<file path="config.mk">
export PLATFORM = sky130hd
export DESIGN_NAME = overcurrent_latch_with_moving_average_unit_flat
export DESIGN_NICKNAME = d
export VERILOG_FILES = /design/src/sv/olma_pkg.sv /design/src/sv/olma_if.sv /design/src/sv/olma_ram.sv /design/src/sv/olma_alu.sv /design/src/sv/overcurrent_latch_with_moving_average_unit.sv /design/src/flat_wrapper.sv
export VERILOG_INCLUDE_DIRS = /design/src /design/src/sv
export SDC_FILE = /design/constraint.sdc
export NUM_CORES = 1
export LEC_CHECK = 0
export BUFFER_PORTS_ARGS = -buffer_cell sky130_fd_sc_hd__buf_2
export CORE_MARGIN = 1
export CORE_UTILIZATION = 30
export CTS_CLUSTER_DIAMETER = 200
export DETAILED_ROUTE_END_ITERATION = 8
export HOLD_SLACK_MARGIN = 0.03
export PLACE_DENSITY_LB_ADDON = 0.1
export REMOVE_ABC_BUFFERS = 1
export SLEW_MARGIN = 20
export SYNTH_ARGS = -nofsm -noshare
export SYNTH_HDL_FRONTEND = slang
export SYNTH_HIERARCHICAL = 1
export SYNTH_SLANG_ARGS = --single-unit
</file>
<file path="constraint.sdc">
create_clock -name clk -period 6.2 [get_ports clk]
set_input_delay 0.62 -clock clk [delete_from_list [all_inputs] [get_ports clk]]
set_output_delay 0.62 -clock clk [all_outputs]
set_load 0.02 [all_outputs]
</file>
<file path="src/sv/overcurrent_latch_with_moving_average_unit_defines.svh">
// Assertion macros for the overcurrent latch with moving average unit
`ifndef OVERCURRENT_LATCH_WITH_MOVING_AVERAGE_UNIT_DEFINES_SVH
`define OVERCURRENT_LATCH_WITH_MOVING_AVERAGE_UNIT_DEFINES_SVH

// Check that a condition implies another in the same cycle
`define OLMA_ASSERT_SAME(name, clk, rst_n, ante, cons, msg) \
    name: assert property (@(posedge clk) disable iff (!rst_n) (ante) |-> (cons)) \
        else $error(msg);

// Check that a condition implies another in the following cycle
`define OLMA_ASSERT_NEXT(name, clk, rst_n, ante, cons, msg) \
    name: assert property (@(posedge clk) disable iff (!rst_n) (ante) |=> (cons)) \
        else $error(msg);

`endif

</file>
<file path="src/sv/olma_pkg.sv">
// Shared types and constants for the overcurrent latch with moving average unit
`default_nettype none

package olma_pkg;

    localparam int SAMPLE_W = 16;

    // Configuration register indexes
    typedef logic [1:0] cfg_idx_t;
    localparam cfg_idx_t REG_TRIP     = 2'd0;
    localparam cfg_idx_t REG_CLEAR    = 2'd1;
    localparam cfg_idx_t REG_PERIOD   = 2'd2;
    localparam cfg_idx_t REG_RECOVERY = 2'd3;

    // Operations of the shared accumulate / divide unit
    typedef enum logic [1:0] {
        ALU_HOLD,
        ALU_CLR,
        ALU_ADD,
        ALU_DIV
    } alu_op_t;

    typedef struct packed {
        alu_op_t               op;
        logic [SAMPLE_W-1:0]   addend;
    } alu_ctrl_t;

endpackage

`default_nettype wire

</file>
<file path="src/sv/olma_if.sv">
// Request and result channel interfaces
`default_nettype none

interface olma_in_if;
    logic        valid;
    logic        ready;
    logic [15:0] sample_mv;
    logic        sample_valid;
    logic        health_ok;

    modport source (output valid, output sample_mv, output sample_valid,
                    output health_ok, input ready);
    modport sink   (input valid, input sample_mv, input sample_valid,
                    input health_ok, output ready);
endinterface

interface olma_out_if;
    logic        valid;
    logic        ready;
    logic        fault_active;
    logic [15:0] average_mv;
    logic        trip_event;
    logic        recover_event;

    modport source (output valid, output fault_active, output average_mv,
                    output trip_event, output recover_event, input ready);
    modport sink   (input valid, input fault_active, input average_mv,
                    input trip_event, input recover_event, output ready);
endinterface

`default_nettype wire

</file>
<file path="src/sv/olma_ram.sv">
// Generic single-write, single-read RAM with registered read data
`default_nettype none

module olma_ram #(
    parameter int WIDTH = 16,
    parameter int DEPTH = 8,
    parameter int AW    = (DEPTH > 1) ? $clog2(DEPTH) : 1
) (
    input  wire logic             clk,
    input  wire logic             we,
    input  wire logic [AW-1:0]    waddr,
    input  wire logic [WIDTH-1:0] wdata,
    input  wire logic             re,
    input  wire logic [AW-1:0]    raddr,
    output logic      [WIDTH-1:0] rdata
);

    logic [WIDTH-1:0] mem [DEPTH];

    // Write port
    always_ff @(posedge clk)
    begin
        if (we)
        begin
            mem[waddr] <= wdata;
        end
    end

    // Registered read port
    always_ff @(posedge clk)
    begin
        if (re)
        begin
            rdata <= mem[raddr];
        end
    end

endmodule

`default_nettype wire

</file>
<file path="src/sv/olma_alu.sv">
// Shared accumulate and restoring-divide unit, one add or one quotient bit per cycle
`default_nettype none

module olma_alu #(
    parameter int SW = 20,
    parameter int CW = 4
) (
    input  wire logic                         clk,
    input  wire olma_pkg::alu_ctrl_t          ctrl,
    input  wire logic [CW-1:0]                divisor,
    output logic      [olma_pkg::SAMPLE_W-1:0] quotient
);
    import olma_pkg::*;

    logic [SW-1:0] acc_reg;
    logic [SW-1:0] acc_next;
    logic [CW-1:0] rem_reg;
    logic [CW-1:0] rem_next;
    logic [CW:0]   rem_shift;
    logic [CW:0]   div_ext;
    logic          fits;

    // Trial subtract of one restoring division step
    assign rem_shift = {rem_reg, acc_reg[SW-1]};
    assign div_ext   = {1'b0, divisor};
    assign fits      = (rem_shift >= div_ext);

    always_comb
    begin
        acc_next = acc_reg;
        rem_next = rem_reg;
        case (ctrl.op)
            ALU_CLR:
            begin
                acc_next = '0;
                rem_next = '0;
            end
            ALU_ADD:
            begin
                acc_next = acc_reg + SW'(ctrl.addend);
            end
            ALU_DIV:
            begin
                acc_next = {acc_reg[SW-2:0], fits};
                rem_next = fits ? CW'(rem_shift - div_ext) : CW'(rem_shift);
            end
            default:
            begin
                acc_next = acc_reg;
                rem_next = rem_reg;
            end
        endcase
    end

    always_ff @(posedge clk)
    begin
        acc_reg <= acc_next;
        rem_reg <= rem_next;
    end

    // Mean never exceeds the largest sample, so the low bits hold it whole
    assign quotient = acc_reg[SAMPLE_W-1:0];

endmodule

`default_nettype wire

</file>
<file path="src/sv/overcurrent_latch_with_moving_average_unit.sv">
// Top level: sample ring, averaging sequencer, fault latch and recovery timer
//
//  channel     dir   handshake        payload
//  sample_in   in    valid / ready    sample_mv, sample_valid, health_ok
//  result_out  out   valid / ready    fault_active, average_mv, trip_event, recover_event
//  apb         in    psel / penable   paddr, pwdata, prdata (pready tied high)
//
// A valid sample passes S_READ, which reads the filled ring entries one at a time
// over the single RAM read port, then S_LAST, then S_DIV, where the divider gives
// one quotient bit per cycle over the SW-bit sum, and S_EVAL loads the result register.
// An invalid sample goes from S_IDLE straight to S_EVAL. Reset clears all control
// state; the ring needs no clearing. A stalled result holds the sequencer in S_EVAL.
`default_nettype none

`include "overcurrent_latch_with_moving_average_unit_defines.svh"

module overcurrent_latch_with_moving_average_unit #(
    parameter int AVG_DEPTH = 8
) (
    input  wire logic        clk,
    input  wire logic        rst_n,
    olma_in_if.sink          sample_in,
    olma_out_if.source       result_out,
    input  wire logic        psel,
    input  wire logic        penable,
    input  wire logic        pwrite,
    input  wire logic [3:0]  paddr,
    input  wire logic [31:0] pwdata,
    output logic      [31:0] prdata,
    output logic             pready
);
    import olma_pkg::*;

    localparam int CW  = $clog2(AVG_DEPTH + 1);
    localparam int AW  = (AVG_DEPTH > 1) ? $clog2(AVG_DEPTH) : 1;
    localparam int SW  = SAMPLE_W + CW;
    localparam int DCW = $clog2(SW);

    typedef enum logic [2:0] {
        S_IDLE,
        S_READ,
        S_LAST,
        S_DIV,
        S_EVAL
    } state_t;

    // Configuration registers
    logic [15:0] trip_reg;
    logic [15:0] clear_reg;
    logic [15:0] period_reg;
    logic [15:0] recovery_reg;
    logic        cfg_write;
    cfg_idx_t    cfg_idx;

    assign pready    = 1'b1;
    assign cfg_write = psel && penable && pwrite && pready;
    assign cfg_idx   = paddr[3:2];

    always_ff @(posedge clk or negedge rst_n)
    begin
        if (!rst_n)
        begin
            trip_reg     <= '0;
            clear_reg    <= '0;
            period_reg   <= 16'd1;
            recovery_reg <= '0;
        end
        else if (cfg_write)
        begin
            case (cfg_idx)
                REG_TRIP:     trip_reg     <= pwdata[15:0];
                REG_CLEAR:    clear_reg    <= pwdata[15:0];
                REG_PERIOD:   period_reg   <= pwdata[15:0];
                REG_RECOVERY: recovery_reg <= pwdata[15:0];
                default:      trip_reg     <= trip_reg;
            endcase
        end
    end

    // Read back configuration
    always_comb
    begin
        case (cfg_idx)
            REG_TRIP:     prdata = {16'd0, trip_reg};
            REG_CLEAR:    prdata = {16'd0, clear_reg};
            REG_PERIOD:   prdata = {16'd0, period_reg};
            REG_RECOVERY: prdata = {16'd0, recovery_reg};
            default:      prdata = '0;
        endcase
    end

    // Sequencer and block state
    state_t          state_reg, state_next;
    logic [CW-1:0]   filled_reg, filled_next;
    logic [AW-1:0]   slot_reg, slot_next;
    logic [AW-1:0]   idx_reg, idx_next;
    logic            pend_reg, pend_next;
    logic [DCW-1:0]  div_cnt_reg, div_cnt_next;
    logic [15:0]     mean_reg, mean_next;
    logic            fault_reg, fault_next;
    logic [15:0]     timer_reg, timer_next;
    logic            valid_l_reg, valid_l_next;
    logic            health_l_reg, health_l_next;
    logic            out_valid_reg, out_valid_next;
    logic            out_fault_reg, out_fault_next;
    logic [15:0]     out_avg_reg, out_avg_next;
    logic            out_trip_reg, out_trip_next;
    logic            out_rec_reg, out_rec_next;

    logic            accept;
    logic            ring_full;
    logic [AW-1:0]   waddr;
    logic            ram_we;
    logic            ram_re;
    logic [15:0]     ram_rdata;
    alu_ctrl_t       alu_ctrl;
    logic [15:0]     quotient;
    logic [16:0]     timer_sum;
    logic [15:0]     timer_sat;

    assign sample_in.ready = (state_reg == S_IDLE);
    assign accept          = sample_in.valid && sample_in.ready;
    assign ring_full       = (filled_reg == CW'(AVG_DEPTH));
    assign waddr           = ring_full ? slot_reg : AW'(filled_reg);
    assign ram_we          = accept && sample_in.sample_valid;
    assign ram_re          = (state_reg == S_READ);

    assign timer_sum = {1'b0, timer_reg} + {1'b0, period_reg};
    assign timer_sat = (timer_sum > {1'b0, recovery_reg}) ? recovery_reg : timer_sum[15:0];

    olma_ram #(
        .WIDTH (SAMPLE_W),
        .DEPTH (AVG_DEPTH),
        .AW    (AW)
    ) u_ring (
        .clk   (clk),
        .we    (ram_we),
        .waddr (waddr),
        .wdata (sample_in.sample_mv),
        .re    (ram_re),
        .raddr (idx_reg),
        .rdata (ram_rdata)
    );

    olma_alu #(
        .SW (SW),
        .CW (CW)
    ) u_alu (
        .clk      (clk),
        .ctrl     (alu_ctrl),
        .divisor  (filled_reg),
        .quotient (quotient)
    );

    always_comb
    begin
        state_next     = state_reg;
        filled_next    = filled_reg;
        slot_next      = slot_reg;
        idx_next       = idx_reg;
        pend_next      = pend_reg;
        div_cnt_next   = div_cnt_reg;
        mean_next      = mean_reg;
        fault_next     = fault_reg;
        timer_next     = timer_reg;
        valid_l_next   = valid_l_reg;
        health_l_next  = health_l_reg;
        out_valid_next = out_valid_reg && !result_out.ready;
        out_fault_next = out_fault_reg;
        out_avg_next   = out_avg_reg;
        out_trip_next  = out_trip_reg;
        out_rec_next   = out_rec_reg;
        alu_ctrl.op     = ALU_HOLD;
        alu_ctrl.addend = ram_rdata;

        case (state_reg)
            // Take a request; store a valid sample and start the sum
            S_IDLE:
            begin
                if (accept)
                begin
                    valid_l_next  = sample_in.sample_valid;
                    health_l_next = sample_in.health_ok;
                    if (sample_in.sample_valid)
                    begin
                        if (ring_full)
                        begin
                            slot_next = (slot_reg == AW'(AVG_DEPTH - 1)) ? '0 : slot_reg + 1'b1;
                        end
                        else
                        begin
                            filled_next = filled_reg + 1'b1;
                        end
                        alu_ctrl.op = ALU_CLR;
                        idx_next    = '0;
                        pend_next   = 1'b0;
                        state_next  = S_READ;
                    end
                    else
                    begin
                        state_next = S_EVAL;
                    end
                end
            end
            // Issue one ring read a cycle, add the data of the previous read
            S_READ:
            begin
                if (pend_reg)
                begin
                    alu_ctrl.op = ALU_ADD;
                end
                pend_next = 1'b1;
                idx_next  = idx_reg + 1'b1;
                if (CW'(idx_reg) == filled_reg - 1'b1)
                begin
                    state_next = S_LAST;
                end
            end
            // Add the last entry and arm the divider
            S_LAST:
            begin
                alu_ctrl.op  = ALU_ADD;
                div_cnt_next = DCW'(SW - 1);
                state_next   = S_DIV;
            end
            // One quotient bit per cycle
            S_DIV:
            begin
                alu_ctrl.op  = ALU_DIV;
                div_cnt_next = div_cnt_reg - 1'b1;
                if (div_cnt_reg == '0)
                begin
                    state_next = S_EVAL;
                end
            end
            // Update fault and timer, then load the result register
            S_EVAL:
            begin
                if (!out_valid_reg || result_out.ready)
                begin
                    out_trip_next = 1'b0;
                    out_rec_next  = 1'b0;
                    if (!valid_l_reg)
                    begin
                        timer_next = '0;
                    end
                    else
                    begin
                        mean_next = quotient;
                        if (fault_reg)
                        begin
                            if ((quotient <= clear_reg) && health_l_reg)
                            begin
                                if (timer_sat >= recovery_reg)
                                begin
                                    fault_next   = 1'b0;
                                    timer_next   = '0;
                                    out_rec_next = 1'b1;
                                end
                                else
                                begin
                                    timer_next = timer_sat;
                                end
                            end
                            else
                            begin
                                timer_next = '0;
                            end
                        end
                        else if (quotient > trip_reg)
                        begin
                            fault_next    = 1'b1;
                            timer_next    = '0;
                            out_trip_next = 1'b1;
                        end
                    end
                    out_fault_next = fault_next;
                    out_avg_next   = mean_next;
                    out_valid_next = 1'b1;
                    state_next     = S_IDLE;
                end
            end
            default:
            begin
                state_next = S_IDLE;
            end
        endcase
    end

    // Hold state and the result register
    always_ff @(posedge clk or negedge rst_n)
    begin
        if (!rst_n)
        begin
            state_reg     <= S_IDLE;
            filled_reg    <= '0;
            slot_reg      <= '0;
            idx_reg       <= '0;
            pend_reg      <= 1'b0;
            div_cnt_reg   <= '0;
            mean_reg      <= '0;
            fault_reg     <= 1'b0;
            timer_reg     <= '0;
            valid_l_reg   <= 1'b0;
            health_l_reg  <= 1'b0;
            out_valid_reg <= 1'b0;
            out_fault_reg <= 1'b0;
            out_avg_reg   <= '0;
            out_trip_reg  <= 1'b0;
            out_rec_reg   <= 1'b0;
        end
        else
        begin
            state_reg     <= state_next;
            filled_reg    <= filled_next;
            slot_reg      <= slot_next;
            idx_reg       <= idx_next;
            pend_reg      <= pend_next;
            div_cnt_reg   <= div_cnt_next;
            mean_reg      <= mean_next;
            fault_reg     <= fault_next;
            timer_reg     <= timer_next;
            valid_l_reg   <= valid_l_next;
            health_l_reg  <= health_l_next;
            out_valid_reg <= out_valid_next;
            out_fault_reg <= out_fault_next;
            out_avg_reg   <= out_avg_next;
            out_trip_reg  <= out_trip_next;
            out_rec_reg   <= out_rec_next;
        end
    end

    assign result_out.valid         = out_valid_reg;
    assign result_out.fault_active  = out_fault_reg;
    assign result_out.average_mv    = out_avg_reg;
    assign result_out.trip_event    = out_trip_reg;
    assign result_out.recover_event = out_rec_reg;

    // Checks
    `OLMA_ASSERT_SAME(a_events_excl, clk, rst_n, result_out.valid, !(result_out.trip_event && result_out.recover_event), "trip and recover in one result")
    `OLMA_ASSERT_SAME(a_trip_fault, clk, rst_n, result_out.valid && result_out.trip_event, result_out.fault_active, "trip without latched fault")
    `OLMA_ASSERT_SAME(a_rec_clear, clk, rst_n, result_out.valid && result_out.recover_event, !result_out.fault_active, "recover with fault still latched")
    `OLMA_ASSERT_SAME(a_fill_bound, clk, rst_n, 1'b1, filled_reg <= CW'(AVG_DEPTH), "ring fill count beyond depth")
    `OLMA_ASSERT_NEXT(a_busy_after, clk, rst_n, accept, !sample_in.ready, "request taken while previous still in work")

endmodule

`default_nettype wire
</file>
<file path="src/flat_wrapper.sv">
// flat-port wrapper written by rule: the top's interface ports become plain ports
module overcurrent_latch_with_moving_average_unit_flat import olma_pkg::*;
#(
    parameter int AVG_DEPTH = 8
)
  (clk, rst_n, psel, penable, pwrite, paddr, pwdata, prdata, pready, sample_in_valid, sample_in_sample_mv, sample_in_sample_valid, sample_in_health_ok, sample_in_ready, result_out_valid, result_out_fault_active, result_out_average_mv, result_out_trip_event, result_out_recover_event, result_out_ready);
  olma_in_if sample_in_i ();
  olma_out_if result_out_i ();
  input  wire logic clk;
  input  wire logic rst_n;
  input  wire logic psel;
  input  wire logic penable;
  input  wire logic pwrite;
  input  wire logic [3:0] paddr;
  input  wire logic [31:0] pwdata;
  output logic      [31:0] prdata;
  output logic pready;
  input wire logic [$bits(sample_in_i.valid)-1:0] sample_in_valid;
  input wire logic [$bits(sample_in_i.sample_mv)-1:0] sample_in_sample_mv;
  input wire logic [$bits(sample_in_i.sample_valid)-1:0] sample_in_sample_valid;
  input wire logic [$bits(sample_in_i.health_ok)-1:0] sample_in_health_ok;
  output wire logic [$bits(sample_in_i.ready)-1:0] sample_in_ready;
  output wire logic [$bits(result_out_i.valid)-1:0] result_out_valid;
  output wire logic [$bits(result_out_i.fault_active)-1:0] result_out_fault_active;
  output wire logic [$bits(result_out_i.average_mv)-1:0] result_out_average_mv;
  output wire logic [$bits(result_out_i.trip_event)-1:0] result_out_trip_event;
  output wire logic [$bits(result_out_i.recover_event)-1:0] result_out_recover_event;
  input wire logic [$bits(result_out_i.ready)-1:0] result_out_ready;
  assign sample_in_i.valid = sample_in_valid;
  assign sample_in_i.sample_mv = sample_in_sample_mv;
  assign sample_in_i.sample_valid = sample_in_sample_valid;
  assign sample_in_i.health_ok = sample_in_health_ok;
  assign sample_in_ready = sample_in_i.ready;
  assign result_out_valid = result_out_i.valid;
  assign result_out_fault_active = result_out_i.fault_active;
  assign result_out_average_mv = result_out_i.average_mv;
  assign result_out_trip_event = result_out_i.trip_event;
  assign result_out_recover_event = result_out_i.recover_event;
  assign result_out_i.ready = result_out_ready;
  overcurrent_latch_with_moving_average_unit #(.AVG_DEPTH(AVG_DEPTH)) u_core (.clk(clk), .rst_n(rst_n), .sample_in(sample_in_i), .result_out(result_out_i), .psel(psel), .penable(penable), .pwrite(pwrite), .paddr(paddr), .pwdata(pwdata), .prdata(prdata), .pready(pready));
endmodule
</file>
Word level (Yosys, flattened, before mapping). Memory sizes are Yosys's and may differ from the RTL's. A register that Yosys moved wholly into a read port is not among the register bits. Index checks and enable logic that the tools add are counted.

Magnitude comparators: 5. Reduce and logical (&&, ||, !) cells: 28. Mux-type cells: 43. Bitwise operators: 1. Add/subtract/negate cells: 8. Equality and inequality tests: 19.

Operator list (count): $pmux 32 s4 (1); $mux 16 (6); $pmux 20 s3 (1); $mux 3 (9); $add 20x16->20 (1); $add 16x16->17 (1); $gt 17x16->1 (1); $mux 1 (17); $ge 16x16->1 (1); $gt 16x16->1 (1); $le 16x16->1 (1); $pmux 3 s5 (1); $reduce_and 2->1 (6); $reduce_and 4->1 (3); $pmux 5 s2 (1); $reduce_and 3->1 (3); $eq 2x2->1 const B (4); $pmux 2 s4 (1); $pmux 4 s2 (1); $add 3x1->3 const B (2); $eq 3x2->1 const B (2); $eq 3x3->1 const B (2); $logic_and 1x1->1 (6); $ne 2x2->1 const B (3); 23 further kinds (29).

Memories: 1. Register bits: 145. Input bits: 61. RAM bits: 128. Output and inout bits: 54.

Memory list: u_core.u_ring.mem (words 8, width 16, rd ports 1, clocked after memory_dff 1, write ports 1, line olma_ram.sv:18) `logic [WIDTH-1:0] mem [DEPTH];`.

Depth between registers and ports, before layout. Gate-level depths: netlist (run 1).

Depth after elaboration: 8. Mapped depth: 28.

Cells and area by module. Netlist (run 1), hierarchy kept.

By module, submodules not included: overcurrent_latch_with_moving_average_unit (times used 1, sequential area each 3029.2 µm², cells an instance 811, area each 8191.6 µm²); olma_ram (times used 1, sequential area each 4324.1 µm², cells an instance 214, area each 5454.0 µm²); olma_alu (times used 1, sequential area each 720.7 µm², cells an instance 271, area each 2378.5 µm²).

Least setup slack after synthesis (run 1). Ideal clock, no wire load.

Path type: register to register. Start point: reg u_core.period_reg[0]. End point: reg u_core.timer_reg[10]. Arrival time: 5439 ps. Slack: 695 ps. Cell stages (with the launch flop): 25. Cell sequence: dfstp_2 -> ha_1 -> inv_1 -> fa_1 -> nand2b_1 -> a21oi_1 -> o31a_1 -> o21ai_0 -> a21oi_1 -> xor2_1 -> ha_1 -> o21ai_0 -> o21bai_1 -> a21o_1 -> a221oi_2 -> o211a_1 -> buf_4 -> mux2_2 -> ha_1 -> a2111o_1 -> a211oi_1 -> a21boi_1 -> o221ai_2 -> nor3_2 -> a221o_1.

Longest elaborated chain between the ends: 8.

RTL lines: start: declaration (line overcurrent_latch_with_moving_average_unit.sv:50) `logic [15:0] period_reg;`; start signal: assignment (line overcurrent_latch_with_moving_average_unit.sv:73) `REG_PERIOD: period_reg <= pwdata[15:0];`; $add 16x16->17 (*) (line overcurrent_latch_with_moving_average_unit.sv:128) `assign timer_sum = {1'b0, timer_reg} + {1'b0, period_reg};`; $gt 17x16->1 (line overcurrent_latch_with_moving_average_unit.sv:129) `assign timer_sat = (timer_sum > {1'b0, recovery_reg}) ? recovery_reg : timer_sum[15:0];`; $mux 16 (*) (line overcurrent_latch_with_moving_average_unit.sv:129); $ge 16x16->1 (line overcurrent_latch_with_moving_average_unit.sv:254) `if (timer_sat >= recovery_reg)`; $mux 16 (*) (line overcurrent_latch_with_moving_average_unit.sv:254); $mux 16 (*) (line overcurrent_latch_with_moving_average_unit.sv:252) `if ((quotient <= clear_reg) && health_l_reg)`; $mux 16 (*) (line overcurrent_latch_with_moving_average_unit.sv:250) `if (fault_reg)`; $mux 16 (*) (line overcurrent_latch_with_moving_average_unit.sv:243) `if (!valid_l_reg)`; end signal: assignment (line overcurrent_latch_with_moving_average_unit.sv:322) `timer_reg <= timer_next;`; end: declaration (line overcurrent_latch_with_moving_average_unit.sv:101) `logic [15:0] timer_reg, timer_next;`.

Mark *: on every way between the ends. The rest lies on a longest branch, timed or not. A chain may end at the register's enable or synchronous reset.

Worst setup path in the final report (run 1).
Start point: reg u_core.period_reg[2]. End point: reg u_core.timer_reg[14].

Same word-level chain as after synthesis.

==> results of run 1 <==
-- timing repair --
item	4_1_cts	5_1_grt
gates cloned	0	1
buffers inserted	0	5
hold buffers	0	0
endpoints found under the hold margin	0	0
gates resized for setup	1	11
pin swaps	0	12
endpoints found under the setup margin	8	18
-- stage by stage --
stage               total power, W  hold slack (ns)
floorplan                  0.00571            0.324
global placement           0.00700            0.461
detailed placement         0.00704            0.474
CTS                        0.00908            0.128
global route               0.00977            0.169
finish                     0.00907            0.130
-- logic make-up after synthesis --
| logic type | Yosys count |
|---|---|
| AO/OA/AOI/OAI | 238 |
| XOR/XNOR | 26 |
| adder cells (fa/ha/maj) | 111 |
| buffers and inverters | 163 |
| flip-flops | 289 |
| multiplexers | 144 |
| other | 2 |
| AND/OR/NAND/NOR | 323 |
-- cell usage in the layout, fill, tap and decap left out, types with 10 or more instances in the layout --
cell type  count
nand4_1       28
nor3_1        20
buf_2         78
nand2_1      105
a21oi_1       49
mux4_1        28
mux4_2        20
clkbuf_16     38
xor2_1        13
conb_1        17
a21o_1        19
inv_1         78
nand2b_1      17
and2_1        16
dfrtp_1      118
o211ai_1      12
mux2_2        89
buf_4         43
a221o_1       10
nand3_1       28
nor2_1        57
edfxtp_1     168
xnor2_1       12
ha_1         107
o21ai_0       68
-- report_power, final --
group | internal, W | switching (W)
registers | 0.00255 | 0.000535
clock network | 0.00116 | 0.000817
logic | 0.00183 | 0.00217
total | 0.00555 | 0.00352
-- routing by layer --
metal	global-route usage, %	vias up	part of all wire (%)
li1	-	5024	-
met1	19.5	5149	46
met2	26.1	122	49
met3	2.03	45	2.9
met4	4.51	2	1.9
met5	0	-	0.032
-- cell type report --
class	count	area, µm²
inverters	78	293
diodes	2	5.00
well taps	688	861
multi-input cells	859	7290
clock inverters	16	96.3
repair buffers	126	810
flip-flops and latches	289	8080
clock buffers	47	993
fillers	5217	34200
-- worst max path at each step --
stage	from	endpoint	cells past startpoint
floorplan	u_core/period_reg[0]	u_core/timer_reg[10]	23
global route	u_core/period_reg[0]	u_core/timer_reg[14]	29
finish	u_core/period_reg[2]	u_core/timer_reg[14]	21
global placement	u_core/period_reg[0]	u_core/timer_reg[13]	23
detailed placement	u_core/period_reg[0]	u_core/timer_reg[14]	23
CTS	u_core/period_reg[0]	u_core/timer_reg[14]	23
==> impl_metrics.json, run 1 <==
{
  "status": "complete, no violations",
  "yosysTopAreaCell": "edfxtp_1",
  "drt_iter0_markers": 449,
  "syn_area_mm2": 0.0160,
  "vias": 10300,
  "maxSlewHeadroom_pct": 32.6,
  "ios": 115,
  "ant_nets": 0,
  "fin_crit_sh_pct": 94.7,
  "root_buffer": "clkbuf_16",
  "yosysSeqAreaShare_pct": 50.4,
  "grt_first_pass_wirelength_mm": 62.7,
  "drt-total-wl_mm": 40.3,
  "synth_cell_types": 86,
  "vdd_drop_max_mv": 0.196,
  "stdcell_area_mm2": 0.0184,
  "power_density_mw_per_mm2": 492,
  "path_buf_inv": 1,
  "fin_crit_ns": 5.87,
  "synth.top_cell.area_share_pct": 31.5,
  "drc": 0,
  "worst_path_most_repeated_cell": "ha_1",
  "clock-sinks": 289,
  "finalNetCount": 1563,
  "area_growth_pct": 15.0,
  "synth_compound_gate_area_share_pct": 10.3,
  "final_max_slew_viol_count": 0,
  "path_clk_slew_ns": 0.06,
  "core_mm2": 0.0527,
  "worstSetupPathType": "register to register",
  "crit_family": "compound AO/OA/AOI/OAI gates",
  "clk_latency_ns": 0.53,
  "required_ns": 6.66,
  "synthSimpleGateAreaFrac_pct": 9.99,
  "place_area_mm2": 0.0172,
  "fp.dieW_um": 233,
  "firstDrtPassIters": 5,
  "layout-drive-gt1-share_pct": 22.9,
  "start_util_pct": 30.4,
  "crit_arrival_ns": 6.33,
  "largest_reg_flops": 128,
  "muxShareOfSynthArea_pct": 14.1,
  "hpwl_mm": 28.7,
  "die_area_mm2": 0.0543,
  "layout.cells.non_filler": 2105,
  "min-delay-path-class": "primary input to async pin",
  "tritoncts": "done",
  "end_kind": "register",
  "leakage_nw": 7.64,
  "syn_avg_cell_area_um2": 12.4,
  "gp_congestion": 0.782,
  "final-hold-violation-count": 0,
  "synth-adder-area-share_pct": 8.81,
  "grtUsageTotal_pct": 15.1,
  "syn_inst": 1296,
  "synth.ff_latch_count": 289,
  "place_inst": 2034,
  "clock_path_buffers": 3,
  "fin_skew_ns": 0.0227,
  "grt_max_degree": 56,
  "cp_slowest_cell": "a2111o_1",
  "r2r-end": "u_core/timer_reg[14]",
  "avgViaCountPerCell": 4.91,
  "slowest_delay_ns": 0.46,
  "synth_commonest_cells": "edfxtp_1, dfrtp_1, ha_1, nand2_1, mux2_2",
  "synthArstFlopShare_pct": 41.9,
  "yosysWarnings": 6,
  "fin_ws_ns": 0.330,
  "routedWlPerCell_um": 19.2,
  "drv_cap": 0,
  "start_kind": "register",
  "path_cells": "ha_1 -> nand3_1 -> o211ai_1 -> buf_4 -> o21ai_0 -> a21oi_1 -> xor2_2 -> ha_1 -> o21ai_0 -> nor2_1 -> a2111o_1 -> a221oi_2 -> o211a_1 -> mux2_2 -> ha_1 -> a2111o_1 -> a211oi_2 -> a21boi_2 -> o221ai_2 -> nor3_4 -> a221o_1",
  "r2r_start": "u_core/period_reg[2]",
  "yosys-top-cells-area": "edfxtp_1, dfrtp_1, ha_1, mux2_2, mux4_1",
  "regToRegSetupSlack_ns": 0.33,
  "synth.most_common_cell": "edfxtp_1",
  "synth_ff_type": "edfxtp_1",
  "setup_violations": 0,
  "portBuffers": 79,
  "antenna_found_initial": 1,
  "path_max_fanout": 8,
  "r2r_cells": 21,
  "fmax_mhz": 170,
  "fp.dieH_um": 233,
  "htreeDepth": 2,
  "rows": 84,
  "synth-xor-area-share_pct": 1.42,
  "synth_edf_count": 168,
  "finalSetupTns_ns": 0,
  "tightest_slew_ns": 1.01,
  "cts_buffers": 37,
  "grt_overflow_total": 0,
  "post-place-ws_ns": -0.0983,
  "final_util_pct": 35.0,
  "synth_top_family_by_area": "multiplexers",
  "grt_pass1_vias": 10400
}
Power figures use the tool's default switching activity.
==> inputs of run 2 (changes only) <==
==> constraint.sdc (replaced) <==
create_clock -name clk -period 5.7 [get_ports clk]
set_input_delay 0.57 -clock clk [delete_from_list [all_inputs] [get_ports clk]]
set_output_delay 0.57 -clock clk [all_outputs]
set_load 0.02 [all_outputs]
==> run 2 against run 1 <==
Compared with the run above: utilization up 1.5 points; flip-flop and latch count stayed put; register-to-register slack got worse by 0.23 ns; maximum frequency grew 4.8%; die area did not move; largest cell class unchanged; largest power group unchanged.
==> impl_metrics.json, run 2 (synthesis gave the netlist of run 1 again) <==
{
  "status": "complete, no violations",
  "tritoncts": "done",
  "drc": 0,
  "clk_latency_ns": 0.54,
  "htreeDepth": 2,
  "maxSlewHeadroom_pct": 31.0,
  "min-delay-path-class": "primary input to async pin",
  "finalNetCount": 1606,
  "core_mm2": 0.0527,
  "tightest_slew_ns": 1.03,
  "grt_first_pass_wirelength_mm": 63.4,
  "power_density_mw_per_mm2": 549,
  "grt_overflow_total": 0,
  "end_kind": "register",
  "routedWlPerCell_um": 19.1,
  "hpwl_mm": 29.4,
  "leakage_nw": 7.97,
  "clock-sinks": 289,
  "start_kind": "register",
  "drt_iter0_markers": 529,
  "fin_ws_ns": 0.0977,
  "path_max_fanout": 7,
  "root_buffer": "clkbuf_16",
  "worstSetupPathType": "register to register",
  "portBuffers": 79,
  "largest_reg_flops": 128,
  "fillers": 5119,
  "layout_commonest_cell": "edfxtp_1",
  "setup_violations": 0,
  "area_growth_pct": 19.8,
  "antenna_found_initial": 2,
  "ios": 115,
  "layout-drive-gt1-share_pct": 27.9,
  "rsz0062_at_grt": "yes",
  "drt-total-wl_mm": 41.1,
  "met2_usage_pct": 26.1,
  "clock_path_buffers": 3,
  "fp.dieH_um": 233,
  "final-hold-violation-count": 0,
  "grt_max_degree": 49,
  "grtUsageTotal_pct": 15.3,
  "stdcell_area_mm2": 0.0192,
  "path_clk_slew_ns": 0.06,
  "vias": 10600,
  "regArea_mm2": 0.00808,
  "avgViaCountPerCell": 4.94,
  "postCtsHoldBufs": 0,
  "required_ns": 6.17,
  "crit_arrival_ns": 6.07,
  "fmax_mhz": 178,
  "vdd_drop_max_mv": 0.244,
  "gp_congestion": 0.806,
  "fin_crit_ns": 5.60,
  "fin_skew_ns": 0.0149,
  "grt_pass1_vias": 10800,
  "grt_busiest_layer": "met2",
  "final_util_pct": 36.5,
  "fp.dieW_um": 233,
  "multi_input_area_mm2": 0.00756,
  "die_area_mm2": 0.0543,
  "post-place-ws_ns": -0.466,
  "firstDrtPassIters": 6,
  "cts_buffers": 37,
  "start_util_pct": 30.4,
  "use_met3_pct": 2.67,
  "fin_crit_sh_pct": 98.3,
  "ant_nets": 0,
  "diodes": 0,
  "final_max_slew_viol_count": 0,
  "layout_common_cells": "edfxtp_1, dfrtp_1, nand2_1",
  "place_area_mm2": 0.0174,
  "drv_cap": 0,
  "rows": 84,
  "holdWs_ns": 0.0769,
  "globalRouteMet1Util_pct": 19.6
}
## run 2: timing repair
item / 4_1_cts / 5_1_grt
setup buffers: 4 / 10
gates resized for setup: 26 / 45
setup endpoints to repair: 18 / 18
pin swaps: 31 / 38
cloned: 0 / 2
## run 2: metrics by stage
stage	std cells	TNS, ns	power, W
finish	2150	0	0.0105
CTS	2138	-0.0627	0.0103
floorplan	1226	-0.942	0.00621
global placement	2067	-4.44	0.00771
global route	2150	-1.65	0.0113
detailed placement	2067	-6.04	0.00775
## run 2: report_power, final
group / internal [W] / switching (W) / total, W
clock network: 0.00145 / 0.000907 / 0.00235
logic: 0.00227 / 0.00261 / 0.00487
registers: 0.00277 / 0.000535 / 0.00331
total: 0.00649 / 0.00405 / 0.0105
## run 2: path summary, 6_finish.rpt
kind,from,endpoint,slack [ns],depth (start not counted)
setup / recovery,u_core/period_reg[3],u_core/timer_reg[13],0.1,26
min in group clk,sample_in_health_ok,u_core/health_l_reg,0.28,2
hold reg to reg,u_core/pend_reg,u_core/pend_reg,0.48,1
hold / removal,rst_n,u_core/period_reg[2],0.08,1
setup reg to reg,u_core/period_reg[3],u_core/timer_reg[13],0.1,26
max in group asynchronous,rst_n,u_core/result_out.average_mv[10],4.47,2
## run 2: cell type report
cell class	instances	area share, %
Sequential cell	289	42.1
Multi-Input combinational cell	859	39.4
Timing Repair Buffer	169	6.09
Clock buffer	48	5.52
Tap cell	688	4.48
Inverter	78	1.52
Clock inverter	19	0.906
## run 2: worst max-delay path: stages (launching register included)
cell and delay (ns):
dfrtp_1 0.42, ha_4 0.28, buf_4 0.13, o211ai_1 0.26, a21oi_4 0.06, buf_4 0.14
o31a_1 0.33, or3_1 0.37, a21oi_1 0.19, xnor2_1 0.12, ha_1 0.33, nand2_1 0.06
nor2_1 0.17, nand2_1 0.13, o31ai_4 0.10, o211a_1 0.24, buf_6 0.16, mux2_4 0.32
ha_4 0.16, a2111o_1 0.37, a211oi_2 0.19, a21boi_4 0.26, o221ai_4 0.14, buf_6 0.16
nor3_4 0.14, buf_12 0.14, a221o_1 0.13
## run 2: routing by layer
layer  vias up  wire (µm)
met5         -         22
met4         4       1170
met3        75       1650
met2       172      20100
met1      5272      18200
li1       5105          -
